[src/rtl/core/fxa_mul.sv]
// Two-stage signed fixed-point multiplier with round half away from zero
// and saturation to the word range. Uses no package items.
module fxa_mul #(
	parameter int WORD_BITS     = 32,
	parameter int FRACTION_BITS = 8
) (
	input  logic                        clk,
	input  logic signed [WORD_BITS-1:0] a,
	input  logic signed [WORD_BITS-1:0] b,
	output logic signed [WORD_BITS-1:0] mul_val_s3,
	output logic                        mul_ovf_s3
);
	localparam int PW = 2 * WORD_BITS;
	localparam logic [PW-1:0] ONE  = {{(PW-1){1'b0}}, 1'b1};
	localparam logic [PW-1:0] HALF = (FRACTION_BITS == 0) ? '0 :
		(ONE << ((FRACTION_BITS > 0) ? FRACTION_BITS - 1 : 0));
	localparam logic [PW-1:0] LIM_POS = {{(WORD_BITS+1){1'b0}}, {(WORD_BITS-1){1'b1}}};
	localparam logic [PW-1:0] LIM_NEG = LIM_POS + ONE;

	logic signed [PW-1:0] prod_s2;
	logic                 neg;
	logic [PW-1:0]        mag;
	logic [PW-1:0]        rnd;
	logic [PW-1:0]        rnd_neg;
	logic signed [WORD_BITS-1:0] val;
	logic                 ovf;

	// register the full product
	always_ff @(posedge clk) begin
		prod_s2 <= PW'(a) * PW'(b);
	end

	// round the magnitude, restore sign, saturate
	always_comb begin
		neg     = prod_s2[PW-1];
		mag     = neg ? (~prod_s2 + ONE) : prod_s2;
		rnd     = (mag + HALF) >> FRACTION_BITS;
		rnd_neg = ~rnd + ONE;
		ovf     = 1'b0;
		if (!neg && rnd > LIM_POS) begin
			val = LIM_POS[WORD_BITS-1:0];
			ovf = 1'b1;
		end else if (neg && rnd > LIM_NEG) begin
			val = LIM_NEG[WORD_BITS-1:0];
			ovf = 1'b1;
		end else if (neg) begin
			val = rnd_neg[WORD_BITS-1:0];
		end else begin
			val = rnd[WORD_BITS-1:0];
		end
	end

	always_ff @(posedge clk) begin
		mul_val_s3 <= val;
		mul_ovf_s3 <= ovf;
	end

endmodule

[config.mk]
export PLATFORM = sky130hd
export DESIGN_NAME = fxa_mul
export DESIGN_NICKNAME = d
export VERILOG_FILES = /design/src/rtl/core/fxa_mul.sv
export SDC_FILE = /design/constraint.sdc
export NUM_CORES = 2
export LEC_CHECK = 0
export BUFFER_PORTS_ARGS = -buffer_cell sky130_fd_sc_hd__buf_4
export CORE_MARGIN = 2
export CORE_UTILIZATION = 45
export DETAILED_ROUTE_END_ITERATION = 8
export PLACE_DENSITY = 0.7
export REMOVE_ABC_BUFFERS = 1
export SLEW_MARGIN = 25
export SYNTH_ARGS = -nofsm -noshare
export SYNTH_HDL_FRONTEND = slang
export SYNTH_SLANG_ARGS = --single-unit
[constraint.sdc]
create_clock -name clk -period 25.1 [get_ports clk]
set_input_delay 2.51 -clock clk [delete_from_list [all_inputs] [get_ports clk]]
set_output_delay 2.51 -clock clk [all_outputs]
set_load 0.02 [all_outputs]
==> results.py <==
metrics = {
    "clock_network": {
        "clock_path_buffers": 2,
        "cts.htree.levels": 3,
        "postCtsHoldBufs": 0,
        "cts_tree": "yes",
        "cts_buffers": 9,
        "cts_resized": 0,
        "clk_latency_ns": 0.37,
        "clk_pin_slew_worst_paths_ns": 0.07,
        "post-cts-setup-buffer-count": 0,
        "numClockSinks": 97,
        "cts-root-buf": "clkbuf_16",
    },
    "drt": {
        "vias": 32000,
        "drc": 0,
        "ant_nets": 0,
        "wirelength_um": 109000,
        "drt-initial-drc-count": 2073,
        "routedWlPerCell_um": 18.2,
        "firstDrtPassIters": 5,
        "viasPerCell": 5.36,
    },
    "grt": {
        "grt_max_degree": 86,
        "grt.total_usage": 0.232,
        "grt_remaining_overflow": 0,
        "antenna_found_initial": 1,
        "grt_pass1_vias": 35900,
        "grt_pass1_wl_um": 184000,
    },
    "floorplan": {
        "core-area_um2": 96300,
        "io_pins": 98,
        "die_y_um": 315,
        "start_util": 0.453,
        "dieArea_um2": 99400,
        "row_count": 114,
        "die_width_um": 315,
    },
    "timing": {
        "setup_tns_ns": 0,
        "finalSetupViolations": 0,
        "timing.final.crit_share": 0.432,
        "max_freq_ghz": 0.0923,
        "hold_viol": 0,
        "drv_slew": 0,
        "worst_pin_slew_ns": 0.910,
        "rsz0062_at_grt": "no",
        "min_period_ns": 10.84,
        "clock_skew_ns": 0.00660,
        "slew-limit-headroom": 0.393,
    },
    "setup_path": {
        "rr_worst_depth": 13,
        "arrival_ns": 11.09,
        "crit_required_ns": 25.35,
        "critPathKind": "in2reg",
        "endpoint_kind": "flip-flop",
        "crit_path_max_fanout": 32,
        "startpoint_type": "input port",
    },
    "logic_synthesis": {
        "synth_cell_types": 98,
        "syn-cell-area_um2": 43600,
        "synth_area_leaders": "fa_1, inv_1, and2_1",
        "synth_top_area_share": 0.497,
        "syn_avg_cell_area_um2": 9.00,
        "synth_top_area_cell": "fa_1",
        "synth_edf_count": 0,
        "ys_ff_latch": 97,
        "postSynthCellCount": 4842,
        "async_flop_share": 0,
        "yosysSeqAreaShare": 0.0445,
        "synthFlopType": "dfxtp_1",
        "yosysWarnings": 0,
    },
    "placement": {
        "gp_congestion": 0.891,
        "io_buffers": 97,
        "dpl.hpwl_um": 86700,
    },
    "worst_hold_path": {
        "worstHoldPathType": "reg2reg",
        "whs_path_depth": 3,
    },
    "cells_and_area": {
        "final_cell_mix": "inv_1, fa_1, nand2_1",
        "fin_util": 0.470,
        "syn_to_final_growth_pct": 3.83,
        "drive_gt1_frac": 0.0423,
        "final_nets": 6028,
        "fillers": 9147,
        "final_common_cell": "inv_1",
    },
    "job": {
        "max_cap_violations": 0,
    },
    "outcome": {
        "status": "finished clean",
    },
}
worst paths after layout:
path | start | endpoint | slack (ns)
setup reg to reg | prod_s2[9] | mul_val_s3[5] | 19.11
hold reg to reg | prod_s2[16] | mul_val_s3[8] | 0.84
setup / recovery | b[23] | prod_s2[57] | 14.26
hold / removal | prod_s2[16] | mul_val_s3[8] | 0.84
worst max-delay path, stage by stage:
cell and delay, ns:
buf_4 0.35, nand2_1 0.15, fa_1 0.55, inv_1 0.05
fa_1 0.49, inv_1 0.05, fa_1 0.52, inv_1 0.05
fa_1 0.50, fa_1 0.54, fa_1 0.52, fa_1 0.62
inv_1 0.08, fa_1 0.57, inv_1 0.05, ha_1 0.37
a21oi_1 0.19, o221ai_1 0.16, a21o_1 0.20, a21o_1 0.16
a21oi_1 0.18, o22ai_1 0.16, o41ai_1 0.72, o31ai_1 0.26
or4_1 0.45, a31oi_1 0.25, o21ai_0 0.15, xor2_1 0.15
per-layer routing:
layer  GRT usage  part of all wire  vias up
li1            -                 -    14200
met1       0.281              0.39    16600
met2       0.422              0.52      993
met3      0.0201             0.043      295
met4       0.100             0.050        0
met5           0                 0        -
synth_stat cells, types with 45 or more instances:
cell type,instances
nand2_1,585
o21ai_0,59
clkbuf_1,238
nand3_1,51
fa_1,1082
dfxtp_1,97
inv_1,1111
ha_1,187
xor2_1,51
a21oi_1,85
nor2_1,119
and2_1,521
xnor2_1,107
a21o_1,45
state kept, by name, summed over array words and instances (netlist names):
name,flops
prod_s2,64
mul_ovf_s3,1
mul_val_s3,32
kinds of logic after synthesis:
logic type	count (synthesis)	synth area share
DFF	97	0.0445
and+or+nand+nor	1518	0.182
xor gates and xnor gates	159	0.0321
adders and majority gates	1269	0.551
muxes	15	0.00367
AOI/OAI and AO/OA	406	0.0675
buffers and inverters	1378	0.120
through the flow:
step / hold WS [ns] / area [um2] / cells / setup slack (ns)
2_1_floorplan: 0.688 / 42500 / 4575 / 14.81
3_3_place_gp: 0.800 / 44900 / 5959 / 13.89
3_5_place_dp: 0.808 / 44900 / 5959 / 13.85
4_1_cts: 0.815 / 45300 / 5975 / 14.24
5_1_grt: 0.886 / 45300 / 5975 / 13.66
6_report: 0.836 / 45300 / 5977 / 14.26
final cells by class:
cell class	instances	area, um2	share of cell area
clock buffer	9	225	0.00498
antenna	2	5.00	0.000111
sequential	97	1950	0.0430
inverter	1111	4170	0.0921
multi-input combinational	3367	36400	0.805
tap	1276	1600	0.0353
timing repair buffer	108	811	0.0179
clock inverter	7	83.8	0.00185
Power is not shown: default switching activity piles up to over one toggle a cycle in this logic, so the estimate is an artifact.
